**config.mk**
```make
export PLATFORM = sky130hd
export DESIGN_NAME = run_length_encoder_literal_escape_top
export DESIGN_NICKNAME = d
export VERILOG_FILES = /design/src/rtl/core/rlelit_pkg.sv /design/src/rtl/core/run_length_encoder_literal_escape_top.sv
export SDC_FILE = /design/constraint.sdc
export NUM_CORES = 1
export LEC_CHECK = 0
export BUFFER_PORTS_ARGS = -buffer_cell sky130_fd_sc_hd__buf_2
export CAP_MARGIN = 40
export CORE_MARGIN = 2
export CORE_UTILIZATION = 55
export CTS_BUF_LIST = sky130_fd_sc_hd__clkbuf_2
export DETAILED_ROUTE_END_ITERATION = 7
export HOLD_SLACK_MARGIN = 0.05
export PLACE_DENSITY = 0.83
export SYNTH_ARGS = -nofsm -noshare
export SYNTH_HDL_FRONTEND = slang
export SYNTH_SLANG_ARGS = --single-unit
```
**constraint.sdc**
```tcl
create_clock -name i_clk -period 3.1 [get_ports i_clk]
set_clock_uncertainty 0.1 [all_clocks]
set_input_delay 0.31 -clock i_clk [delete_from_list [all_inputs] [get_ports i_clk]]
set_output_delay 0.31 -clock i_clk [all_outputs]
set_load 0.02 [all_outputs]
```
**src/rtl/core/rlelit_pkg.sv**
```systemverilog
package rlelit_pkg;

    localparam int          MAX_RUN_DEF = 9;
    localparam int          CNT_W       = 4;
    localparam int          MAX_OUT     = 5;
    localparam int          OCNT_W      = 3;

    localparam logic [7:0]  DELIM       = 8'h31;
    localparam logic [7:0]  NEWLINE     = 8'h0A;
    localparam logic [7:0]  DIGIT_ZERO  = 8'h30;

    localparam logic        OP_CHAR     = 1'b0;
    localparam logic        OP_EOL      = 1'b1;

endpackage

```
**src/rtl/core/run_length_encoder_literal_escape_top.sv**
```systemverilog
// Run-length encoder with literal escape, one byte of lookahead.
// Input channel (i_in_valid / o_in_ready): i_opcode selects a line character
// (i_char_byte) or an end of line, which flushes the held run or literal and
// sends a newline. Output channel (o_out_valid / i_out_ready): one encoded
// byte per transfer; o_last_of_run marks the final byte caused by one input.
// An input yields zero to five bytes. Its bytes are worked out in the cycle
// of the input transfer and loaded into a five-entry shift buffer that feeds
// the output register; a byte shows only once it has moved on into that register.
// The output register drains the buffer at one byte per cycle while the
// receiver is ready. A new input is taken while the buffer's last byte
// moves into the output register, so a waiting result never blocks intake
// for more than its own drain.
// When the receiver stalls, the output register holds its byte and the
// buffer holds the rest; intake stops while the buffer holds any byte.
// Synchronous reset clears the held byte, the run count, the open literal
// segment, the buffer count and the output valid.
module run_length_encoder_literal_escape_top #(
    parameter int MAX_RUN = rlelit_pkg::MAX_RUN_DEF
) (
    input  logic       i_clk,
    input  logic       i_rst_n,
    input  logic       i_in_valid,
    output logic       o_in_ready,
    input  logic       i_opcode,
    input  logic [7:0] i_char_byte,
    output logic       o_out_valid,
    input  logic       i_out_ready,
    output logic [7:0] o_out_byte,
    output logic       o_last_of_run
);

    localparam int CW = rlelit_pkg::CNT_W;
    localparam int NO = rlelit_pkg::MAX_OUT;
    localparam int OW = rlelit_pkg::OCNT_W;
    localparam logic [CW-1:0] MAX_RUN_C = CW'(MAX_RUN);

    logic [7:0]    r_held, n_held;
    logic [CW-1:0] r_run, n_run;
    logic          r_lit, n_lit;

    logic [7:0]    r_buf [NO];
    logic [OW-1:0] r_bcnt;
    logic          r_ov;
    logic [7:0]    r_ob;
    logic          r_ol;

    logic [7:0]    v_bytes [NO];
    logic [OW-1:0] v_n;
    logic [CW-1:0] v_inc;
    logic          in_xfer;
    logic          buf_mv;

    assign buf_mv     = (r_bcnt != '0) && (!r_ov || i_out_ready);
    assign o_in_ready = (r_bcnt == '0) || ((r_bcnt == OW'(1)) && buf_mv);
    assign in_xfer    = i_in_valid && o_in_ready;

    always_comb begin
        n_held = r_held;
        n_run  = r_run;
        n_lit  = r_lit;
        v_n    = '0;
        v_inc  = r_run + CW'(1);
        for (int k = 0; k < NO; k++) begin
            v_bytes[k] = rlelit_pkg::NEWLINE;
        end
        if (i_opcode == rlelit_pkg::OP_CHAR) begin
            if (r_run == '0) begin
                n_held = i_char_byte;
                n_run  = CW'(1);
            end else if (i_char_byte == r_held) begin
                if ((r_run == CW'(1)) && r_lit) begin
                    v_bytes[v_n] = rlelit_pkg::DELIM;
                    v_n = v_n + OW'(1);
                    n_lit = 1'b0;
                end
                n_run = v_inc;
                if (v_inc >= MAX_RUN_C) begin
                    v_bytes[v_n] = rlelit_pkg::DIGIT_ZERO + {{(8-CW){1'b0}}, v_inc};
                    v_n = v_n + OW'(1);
                    v_bytes[v_n] = r_held;
                    v_n = v_n + OW'(1);
                    n_run = '0;
                end
            end else begin
                if (r_run >= CW'(2)) begin
                    v_bytes[v_n] = rlelit_pkg::DIGIT_ZERO + {{(8-CW){1'b0}}, r_run};
                    v_n = v_n + OW'(1);
                    v_bytes[v_n] = r_held;
                    v_n = v_n + OW'(1);
                end else begin
                    if (!r_lit) begin
                        v_bytes[v_n] = rlelit_pkg::DELIM;
                        v_n = v_n + OW'(1);
                        n_lit = 1'b1;
                    end
                    if (r_held == rlelit_pkg::DELIM) begin
                        v_bytes[v_n] = rlelit_pkg::DELIM;
                        v_n = v_n + OW'(1);
                    end
                    v_bytes[v_n] = r_held;
                    v_n = v_n + OW'(1);
                end
                n_held = i_char_byte;
                n_run  = CW'(1);
            end
        end else begin
            if (r_run >= CW'(2)) begin
                v_bytes[v_n] = rlelit_pkg::DIGIT_ZERO + {{(8-CW){1'b0}}, r_run};
                v_n = v_n + OW'(1);
                v_bytes[v_n] = r_held;
                v_n = v_n + OW'(1);
            end else if (r_run == CW'(1)) begin
                if (!n_lit) begin
                    v_bytes[v_n] = rlelit_pkg::DELIM;
                    v_n = v_n + OW'(1);
                    n_lit = 1'b1;
                end
                if (r_held == rlelit_pkg::DELIM) begin
                    v_bytes[v_n] = rlelit_pkg::DELIM;
                    v_n = v_n + OW'(1);
                end
                v_bytes[v_n] = r_held;
                v_n = v_n + OW'(1);
            end
            if (n_lit) begin
                v_bytes[v_n] = rlelit_pkg::DELIM;
                v_n = v_n + OW'(1);
                n_lit = 1'b0;
            end
            v_bytes[v_n] = rlelit_pkg::NEWLINE;
            v_n = v_n + OW'(1);
            n_held = '0;
            n_run  = '0;
        end
    end

    // encoder state
    always_ff @(posedge i_clk) begin
        if (!i_rst_n) begin
            r_held <= '0;
            r_run  <= '0;
            r_lit  <= 1'b0;
        end else if (in_xfer) begin
            r_held <= n_held;
            r_run  <= n_run;
            r_lit  <= n_lit;
        end
    end

    // result buffer, shifts toward entry 0
    always_ff @(posedge i_clk) begin
        if (!i_rst_n) begin
            r_bcnt <= '0;
        end else if (in_xfer) begin
            r_bcnt <= v_n;
        end else if (buf_mv) begin
            r_bcnt <= r_bcnt - OW'(1);
        end
    end

    always_ff @(posedge i_clk) begin
        if (in_xfer) begin
            for (int k = 0; k < NO; k++) begin
                r_buf[k] <= v_bytes[k];
            end
        end else if (buf_mv) begin
            for (int k = 0; k < NO - 1; k++) begin
                r_buf[k] <= r_buf[k+1];
            end
        end
    end

    // output register
    always_ff @(posedge i_clk) begin
        if (!i_rst_n) begin
            r_ov <= 1'b0;
        end else if (buf_mv) begin
            r_ov <= 1'b1;
        end else if (i_out_ready) begin
            r_ov <= 1'b0;
        end
    end

    always_ff @(posedge i_clk) begin
        if (buf_mv) begin
            r_ob <= r_buf[0];
            r_ol <= (r_bcnt == OW'(1));
        end
    end

    assign o_out_valid   = r_ov;
    assign o_out_byte    = r_ob;
    assign o_last_of_run = r_ol;

endmodule

```
# Yosys cells after proc, flatten, opt, wreduce, memory -nomap -nowiden
# Memory sizes are Yosys's and may differ from the RTL's. A register that Yosys moved wholly into a read port is not among the register bits.
# Cells that the tools add are included.
totals:
  output_inout_bits: 11
  ramBits: 40
  ff_bits: 18
  mem_count: 1
  input_bits: 13
  word_cells: 204
classes:
  muxes: 113
  n_lt_le_gt_ge: 18
  eq_ne: 8
  n_bitwise: 24
  add_sub_neg: 12
  n_reduce_logical: 22
memory_table:
  columns: ["name", "words", "word_bits", "read_ports", "rd_clocked_by_memory_dff", "wr", "line", "rtl"]
  rows:
  - ["r_buf", 5, 8, 5, 1, 5, "run_length_encoder_literal_escape_top.sv:41", "logic [7:0] r_buf [NO];"]
op_table:
  columns: ["cell", "n"]
  rows:
  - ["$mux W40", 16]
  - ["$mux W8", 25]
  - ["$demux W8 S3", 8]
  - ["$bwmux W40", 4]
  - ["$mux W3", 31]
  - ["$and A25 B25 Y25", 3]
  - ["$not A25 Y25", 3]
  - ["$mux W24", 3]
  - ["$mux W16", 3]
  - ["$or A15 B15 Y15", 3]
  - ["$ge A4 B4 Y1 const B", 9]
  - ["$lt A4 B1 Y1 const B", 8]
  - ["$not A3 Y4", 8]
  - ["$and A30 B30 Y30", 1]
  - ["$not A30 Y30", 1]
  - ["$add A3 B1 Y3 const B", 8]
  - ["$mux W1", 17]
  - ["$mux W4", 4]
  - ["$add A6 B4 Y7 const A", 2]
  - ["$logic_and A1 B1 Y1", 12]
  - ["$mux W6", 2]
  - ["$or A10 B10 Y10", 1]
  - ["$eq A8 B6 Y1 const B", 1]
  - ["$eq A8 B8 Y1", 1]
  - ["17 further kinds", 23]

# Logic depth before layout (Yosys ltp)
# Gate-level depths: netlist (run 1).
logic_depth:
  word_depth: 25
  depth_mapped: 14

# Least setup slack after synthesis (run 1)
# OpenSTA, ideal clock, no wires.
synth_path:
  kind: "reg-to-reg"
  startpoint: "register r_held[5]"
  endpoint: "memory r_buf[0][0] (data pin)"
  path_slack_ns: -0.159
  path_stages_with_launch: 14
  t_arrival_ns: 2.899
  path_buffers: 2
  cell_sequence: "dfxtp_1 buf_2 nor4bb_1 nand2_1 ha_1 clkbuf_1 inv_1 and3_1 ha_1 nor4b_1 o21ai_0 nand3_1 a21oi_1 a221o_1"
synth_lines:
  columns: ["element", "line", "rtl"]
  rows:
  - ["start, declared", "run_length_encoder_literal_escape_top.sv:37", "logic [7:0] r_held, n_held;"]
  - ["start signal, assigned", "run_length_encoder_literal_escape_top.sv:144", "r_held <= n_held;"]
  - ["end, declared", "run_length_encoder_literal_escape_top.sv:41", null]

==> flow_summary.ini, run 1 <==
[sta]
number_of_endpoints_failing_setup_at_the_final_stage = 0
layout_worst_path_cycle_share_pct = 96.3
hold_viol = 0
maxSlewHeadroom_pct = 48.2
final_max_tran_viols = 0
clock.fmax_mhz = 335
finalCriticalPeriod_ns = 2.98
timing_worst_slew_pin_value_ns = 0.771

[layout]
post_layout_nonfiller_instances = 536
synthToLayoutAreaGrowth_pct = 15.2
final_util_pct = 64.7
layout.area.seq_mm2 = 0.00163
final_layout_size_suffix_gt1_share_pct = 17.1
total_number_of_nets_in_the_final_design = 476
num_antenna_cells = 0
multi_input_area_mm2 = 0.00198
filler_cell_count = 545

[cts]
clock_path_buffers = 2
worst_setup_hold_path_clk_slew_ns = 0.18
ctsHtreeMaxLevel = 3
clk_latency_ns = 0.51
tritoncts = yes
cts_root_buf = sky130_fd_sc_hd__clkbuf_2
total_clock_buffers_created_by_cts = 9
cts.sink_count = 60

[global_route]
globalRouteTotalUtil_pct = 29.6
grt_first_pass_wirelength_mm = 17.0
overflow = 0
grt_start_max_net_pins = 33
number_of_global_route_vias_before_repair = 3363
number_of_antenna_violations_at_the_first_check_in_global_routing = 0

[setup_path]
startpoint = r_held[6]$_SDFFE_PN0P_
reg2regPathDepth = 11
critPathMaxStageDelay_ns = 0.39
timing.critical_path.to_type = register
worstPathCellList = nor4bb_2, nand2_1, ha_4, inv_1, and3_1, ha_4, inv_1, o22ai_1, a211o_1, and3_1, a221o_1
worstPathArrival_ns = 3.16
worstPathBufferInverterCount = 2
worst_ep_required_time_ns = 3.28
cp_slowest_cell = sky130_fd_sc_hd__dfxtp_1
setup.reg_to_reg.worst_slack_ns = 0.12
timing_worst_setup_path_type = register to register
reg2reg_to = r_buf[3][1]$_DFFE_PP_
max_fo_critical_path = 5
critical-path-top-delay-family = simple AND/OR/NAND/NOR gates
worstSetupStartpointType = register
worstReg2RegStart = r_held[6]$_SDFFE_PN0P_

[worst_hold_path]
timing.hold.worst_endpoint = r_run[2]$_SDFFE_PN0P_
min_path_type = input pin to register
whs_path_depth = 5
min-delay-start = i_in_valid

[yosys]
ys_ff_latch = 60
synth-edff-count = 43
synth.cells.most_frequent = 43 x sky130_fd_sc_hd__edfxtp_1, 41 x sky130_fd_sc_hd__nand2_1, 39 x sky130_fd_sc_hd__a21oi_1
synth-main-ff-cell = sky130_fd_sc_hd__edfxtp_1
syn_area_per_cell_um2 = 9.15
synth.top_cells.by_area = sky130_fd_sc_hd__edfxtp_1 34%, sky130_fd_sc_hd__dfxtp_1 9.0%, sky130_fd_sc_hd__a21oi_1 5.2%
synthesis.yosys.warnings = 0
async_reset_ff_share_pct = 0
synth.yosys.seq_area_share_pct = 43.2
synth_top_area_cell = sky130_fd_sc_hd__edfxtp_1
yosys.cell_count.top_type = sky130_fd_sc_hd__edfxtp_1
gate_count_post_synth = 413
netlist-cell-type-count = 59
area_share_of_the_largest_cell_type_after_synthesis_pct = 34.2
synth_nets = 438
netlist_area_mm2 = 0.00378

[detailed_routing]
detailedRoute.firstIterationViolations = 483
detail_route.wl_per_cell_um = 19.7
drt_first_pass_iters = 5
via_count = 3544
ant_nets = 0
drc_errors = 0
wl_mm = 10.5
route.detailed.vias_per_inst = 6.61

[floorplan]
floorplan.initialDensity_pct = 56.2
dieArea_mm2 = 0.00755
io_pins = 24
die-width_um = 86.9
die_h_um = 86.9
core_area_mm2 = 0.00672
row_count = 30

[placement]
globalplace.congestion = 0.993
dp.cells = 510
buffer_ports.inserted = 23
hpwl_mm = 7.51

[run]
max_cap_violations = 0

[pwr]
p_per_area_mw_per_mm2 = 804
leakage_power_summed_over_all_cells_uw = 0.00167
power.ir.vdd_worst_v = 0.000676

[run_status]
status = completed
area by class of cell:
cell class                 instances  area share [%]
multi-input combinational        302            45.4
sequential                        60            37.5
timing repair buffer              59            9.43
clock inverter                     7            2.65
tap                               80            2.30
inverter                          19            1.64
clock buffer                       9            1.04
worst reg2reg max path, delay by kind of cell (launching register included):
kind / cells / cell delay [ns]
AND/OR/NAND/NOR: 4 / 0.86
adder cells (fa/ha/maj): 2 / 0.55
flip-flops: 1 / 0.39
buffers and inverters: 2 / 0.13
AO/OA/AOI/OAI: 3 / 0.73
worst max path at each step:
stage	slack, ns	to	depth (start not counted)
after floorplan	-0.007	r_buf[0][0]$_DFFE_PP_	14
after global placement	0.19	r_buf[3][3]$_DFFE_PP_	11
after detailed placement	0.12	r_buf[3][1]$_DFFE_PP_	11
after CTS	0.11	r_buf[3][1]$_DFFE_PP_	11
after global routing	-0.01	r_buf[1][2]$_DFFE_PP_	11
final	0.12	r_buf[3][1]$_DFFE_PP_	11
per-stage QoR:
step                      area [um^2]  total power, uW  hold slack [ns]  setup TNS, ns  worst slack (ns)
after global placement           4060             2780            0.304              0             0.193
after floorplan                  3810             2370            0.300       -0.00664          -0.00664
after detailed placement         4070             2820            0.307              0             0.122
final                            4350             3500            0.241              0             0.115
after CTS                        4330             3470            0.194              0             0.110
after global routing             4350             3700            0.231        -0.0173           -0.0104
kinds of logic after synthesis:
kind of cell | Yosys count | share of synthesized area, %
and+or+nand+nor | 132 | 18.1
buffers and inverters | 51 | 5.80
xor gates and xnor gates | 9 | 2.09
muxes | 2 | 0.530
adders and majority gates | 12 | 3.97
AOI/OAI and AO/OA | 147 | 26.3
DFF | 60 | 43.2
timing repair:
item	4_1_cts	5_1_grt
endpoints found under the hold margin	12	0
buffers inserted	0	0
gates resized for setup	0	5
endpoints found under the setup margin	0	13
hold buffers	10	0
registers in the layout (all words and copies together) (netlist names):
signal	count
r_lit	1
r_bcnt	3
r_run	4
r_buf	34
o_out_byte	8
r_held	8
o_out_valid	1
o_last_of_run	1
power by group:
part | switching [uW] | internal [uW]
sequential | 108 | 1320
clock | 301 | 345
combinational | 924 | 496
cell usage in the layout (no fill, tap or decap), drive strengths merged, types with 5 or more instances in the layout:
cell type    synthesis  routed
a21o                 6       6
edfxtp              43      43
nor3                10      10
clkbuf              19       9
ha                  12      12
o211ai               8       8
xnor2                9       9
dfxtp               17      17
nand4                8       8
nor2                20      20
dlygate4sd3          0      10
o21ai               30      30
nand3               17      17
buf                 13      49
a31oi                7       7
nand2b               6       6
inv                 19      19
nand2               41      41
a22oi                5       5
o21a                 5       5
a211oi               5       5
a21oi               40      40
and3                 5       5
metal layers:
metal / track usage, % / wire, um / vias up
li1: - / - / 1644
met1: 39.2 / 4480 / 1663
met2: 48.0 / 5020 / 204
met3: 5.59 / 774 / 33
met4: 11.8 / 273 / 0
met5: 0 / 0 / -
Power figures use the tool's default switching activity.
==> run 2, diff against run 1 <==
--- a/config.mk
+++ b/config.mk
@@ -7,12 +7,13 @@
 export LEC_CHECK = 0
 export BUFFER_PORTS_ARGS = -buffer_cell sky130_fd_sc_hd__buf_2
 export CAP_MARGIN = 40
+export CORE_ASPECT_RATIO = 1.25
 export CORE_MARGIN = 2
-export CORE_UTILIZATION = 55
+export CORE_UTILIZATION = 37
 export CTS_BUF_LIST = sky130_fd_sc_hd__clkbuf_2
 export DETAILED_ROUTE_END_ITERATION = 7
 export HOLD_SLACK_MARGIN = 0.05
-export PLACE_DENSITY = 0.83
+export PLACE_DENSITY = 0.62
 export SYNTH_ARGS = -nofsm -noshare
 export SYNTH_HDL_FRONTEND = slang
 export SYNTH_SLANG_ARGS = --single-unit
==> run 2 against run 1 <==
  * Register-to-register slack better by 0.04 ns
  * Non-clock buffer count grew 3
  * Fmax up 1.2%
  * Total power fell by 7.4%
  * Routed wire length increased by 4.0%
  * Cell count up 9.9%
  * Utilization fell by 21 points
  * Clock power decreased by 37%
  * Highest routed layer unchanged
  * Count of clock-buffer cells in the layout increased by 2
  * Hold slack got worse by 0.065 ns
  * Via count decreased by 1.7%
  * Die area is 46% higher
==> flow_summary.ini, run 2 (synthesis gave the netlist of run 1 again) <==
[layout]
layout.area.seq_mm2 = 0.00163
most-common-layout-cells = 43 x sky130_fd_sc_hd__edfxtp_1, 41 x sky130_fd_sc_hd__nand2_1, 39 x sky130_fd_sc_hd__a21oi_1, 29 x sky130_fd_sc_hd__o21ai_0, 29 x sky130_fd_sc_hd__buf_4
final_layout_size_suffix_gt1_share_pct = 17.4
largest-register = r_buf
largest_register_ffs = 34
layout.cells.most_common = sky130_fd_sc_hd__edfxtp_1
total_number_of_nets_in_the_final_design = 479
synthToLayoutAreaGrowth_pct = 15.1
fin_area_mm2 = 0.00435
multi_input_area_mm2 = 0.00196
filler_cell_count = 1009

[cts]
postCtsSetupRepairBufs = 0
tritoncts = yes
cts_root_buf = sky130_fd_sc_hd__clkbuf_2
clock_path_buffers = 2
cts.sink_count = 60
worst_setup_hold_path_clk_slew_ns = 0.19
clk_latency_ns = 0.53
total_clock_buffers_created_by_cts = 9
ctsHtreeMaxLevel = 3

[sta]
finalCriticalPeriod_ns = 2.95
layout_worst_path_cycle_share_pct = 95.1
grt_setup_unrepaired = false
clock.fmax_mhz = 339
setup-tns-final_ns = 0
maxSlewHeadroom_pct = 50.8
hold_viol = 0
final_max_tran_viols = 0
timing_worst_slew_pin_value_ns = 0.733
number_of_endpoints_failing_setup_at_the_final_stage = 0

[detailed_routing]
wl_mm = 11.0
ant_nets = 0
route.detailed.vias_per_inst = 5.92
drc_errors = 0
drt_first_pass_iters = 7
detailedRoute.firstIterationViolations = 360
via_count = 3484
detail_route.wl_per_cell_um = 18.6

[placement]
globalplace.congestion = 0.964
buffer_ports.inserted = 23
hpwl_mm = 8.07
place_area_mm2 = 0.00415

[run_status]
status = completed

[pwr]
post-layout-total-power_uw = 3240
power.ir.vdd_worst_v = 0.000444
p_per_area_mw_per_mm2 = 745
leakage_power_summed_over_all_cells_uw = 0.00165

[global_route]
grt_start_max_net_pins = 33
number_of_antenna_violations_at_the_first_check_in_global_routing = 1
grt_first_pass_wirelength_mm = 17.4
globalRouteTotalUtil_pct = 20.8
number_of_global_route_vias_before_repair = 3288
overflow = 0

[setup_path]
worstSetupStartpointType = register
timing_worst_setup_path_type = register to register
timing.critical_path.to_type = register
max_fo_critical_path = 5
worstPathArrival_ns = 3.15
reg2regPathDepth = 10
worst_ep_required_time_ns = 3.30

[floorplan]
core_area_mm2 = 0.0100
floorplan.initialDensity_pct = 37.8
die_h_um = 117
die-width_um = 94.4
dieArea_mm2 = 0.0110
io_pins = 24
row_count = 41

[worst_hold_path]
min_path_type = input pin to register
whs_path_depth = 5

[run]
max_cap_violations = 0
## run 2: changes by cell type in the layout (fill, tap and decap cells not counted)
cell	delta
sky130_fd_sc_hd__o311ai_0	+1
sky130_fd_sc_hd__clkinv_4	-2
sky130_fd_sc_hd__clkinv_1	-1
sky130_fd_sc_hd__a31oi_1	+1
sky130_fd_sc_hd__nor4b_2	-1
sky130_fd_sc_hd__o311ai_1	-1
sky130_fd_sc_hd__clkinvlp_4	+2
sky130_fd_sc_hd__a31oi_2	-1
sky130_fd_sc_hd__bufinv_16	-3
sky130_fd_sc_hd__nor4b_1	+1
sky130_fd_sc_hd__clkinv_2	+2
sky130_fd_sc_hd__buf_4	+3
sky130_fd_sc_hd__diode_2	+1
sky130_fd_sc_hd__clkbuf_2	+2
## run 2: what timing repair did
action / CTS / global route
resized for setup: 0 / 2
endpoints found under the hold margin: 12 / 0
setup endpoints to repair: 0 / 6
hold buffers: 10 / 0
## run 2: per-layer routing
metal / track usage [%] / vias up / wire [um]
li1: - / 1653 / -
met1: 25.3 / 1649 / 4450
met2: 35.5 / 139 / 5410
met3: 3.84 / 43 / 624
met4: 10.5 / 0 / 490
met5: 0 / - / 0
## run 2: layout make-up
cell class | instances | share of cell area, %
Inverter | 19 | 1.64
Sequential cell | 60 | 37.5
Antenna cell | 1 | 0.0576
Multi-Input combinational cell | 302 | 45.2
Clock buffer | 11 | 1.27
Clock inverter | 5 | 0.662
Timing Repair Buffer | 62 | 9.96
Tap cell | 129 | 3.71
## run 2: path summary, 6_finish.rpt
path	end	slack [ns]	start
max reg2reg	r_buf[0][3]$_DFFE_PP_	0.15	r_held[3]$_SDFFE_PN0P_
max	r_buf[0][3]$_DFFE_PP_	0.15	r_held[3]$_SDFFE_PN0P_
min	r_run[3]$_SDFFE_PN0P_	0.18	i_in_valid
min reg2reg	o_out_byte[7]$_DFFE_PP_	0.34	r_buf[0][7]$_DFFE_PP_
## run 2: stage by stage
| stage | setup slack, ns | hold slack (ns) | utilization (%) | std cells |
|---|---|---|---|---|
| 2_1_floorplan | -0.00664 | 0.300 | - | 413 |
| 3_3_place_gp | 0.0547 | 0.302 | 41.4 | 561 |
| 3_5_place_dp | 0.0305 | 0.306 | 41.5 | 562 |
| 4_1_cts | 0.0148 | 0.151 | 43.3 | 588 |
| 5_1_grt | 0.0569 | 0.162 | 43.5 | 589 |
| 6_report | 0.152 | 0.176 | 43.5 | 589 |
## run 2: critical path: stages (launching register included)
cell and delay, ns:
sky130_fd_sc_hd__dfxtp_1 0.36, sky130_fd_sc_hd__nor4bb_2 0.34, sky130_fd_sc_hd__nand2_1 0.19, sky130_fd_sc_hd__ha_4 0.31, sky130_fd_sc_hd__inv_1 0.04, sky130_fd_sc_hd__and3_1 0.18, sky130_fd_sc_hd__ha_4 0.24, sky130_fd_sc_hd__o311ai_0 0.35
sky130_fd_sc_hd__a21oi_1 0.14, sky130_fd_sc_hd__o21a_1 0.20, sky130_fd_sc_hd__o31ai_1 0.30
## run 2: report_power, final
group | internal, uW | switching, uW
clock | 106 | 298
sequential | 1320 | 106
combinational | 475 | 929
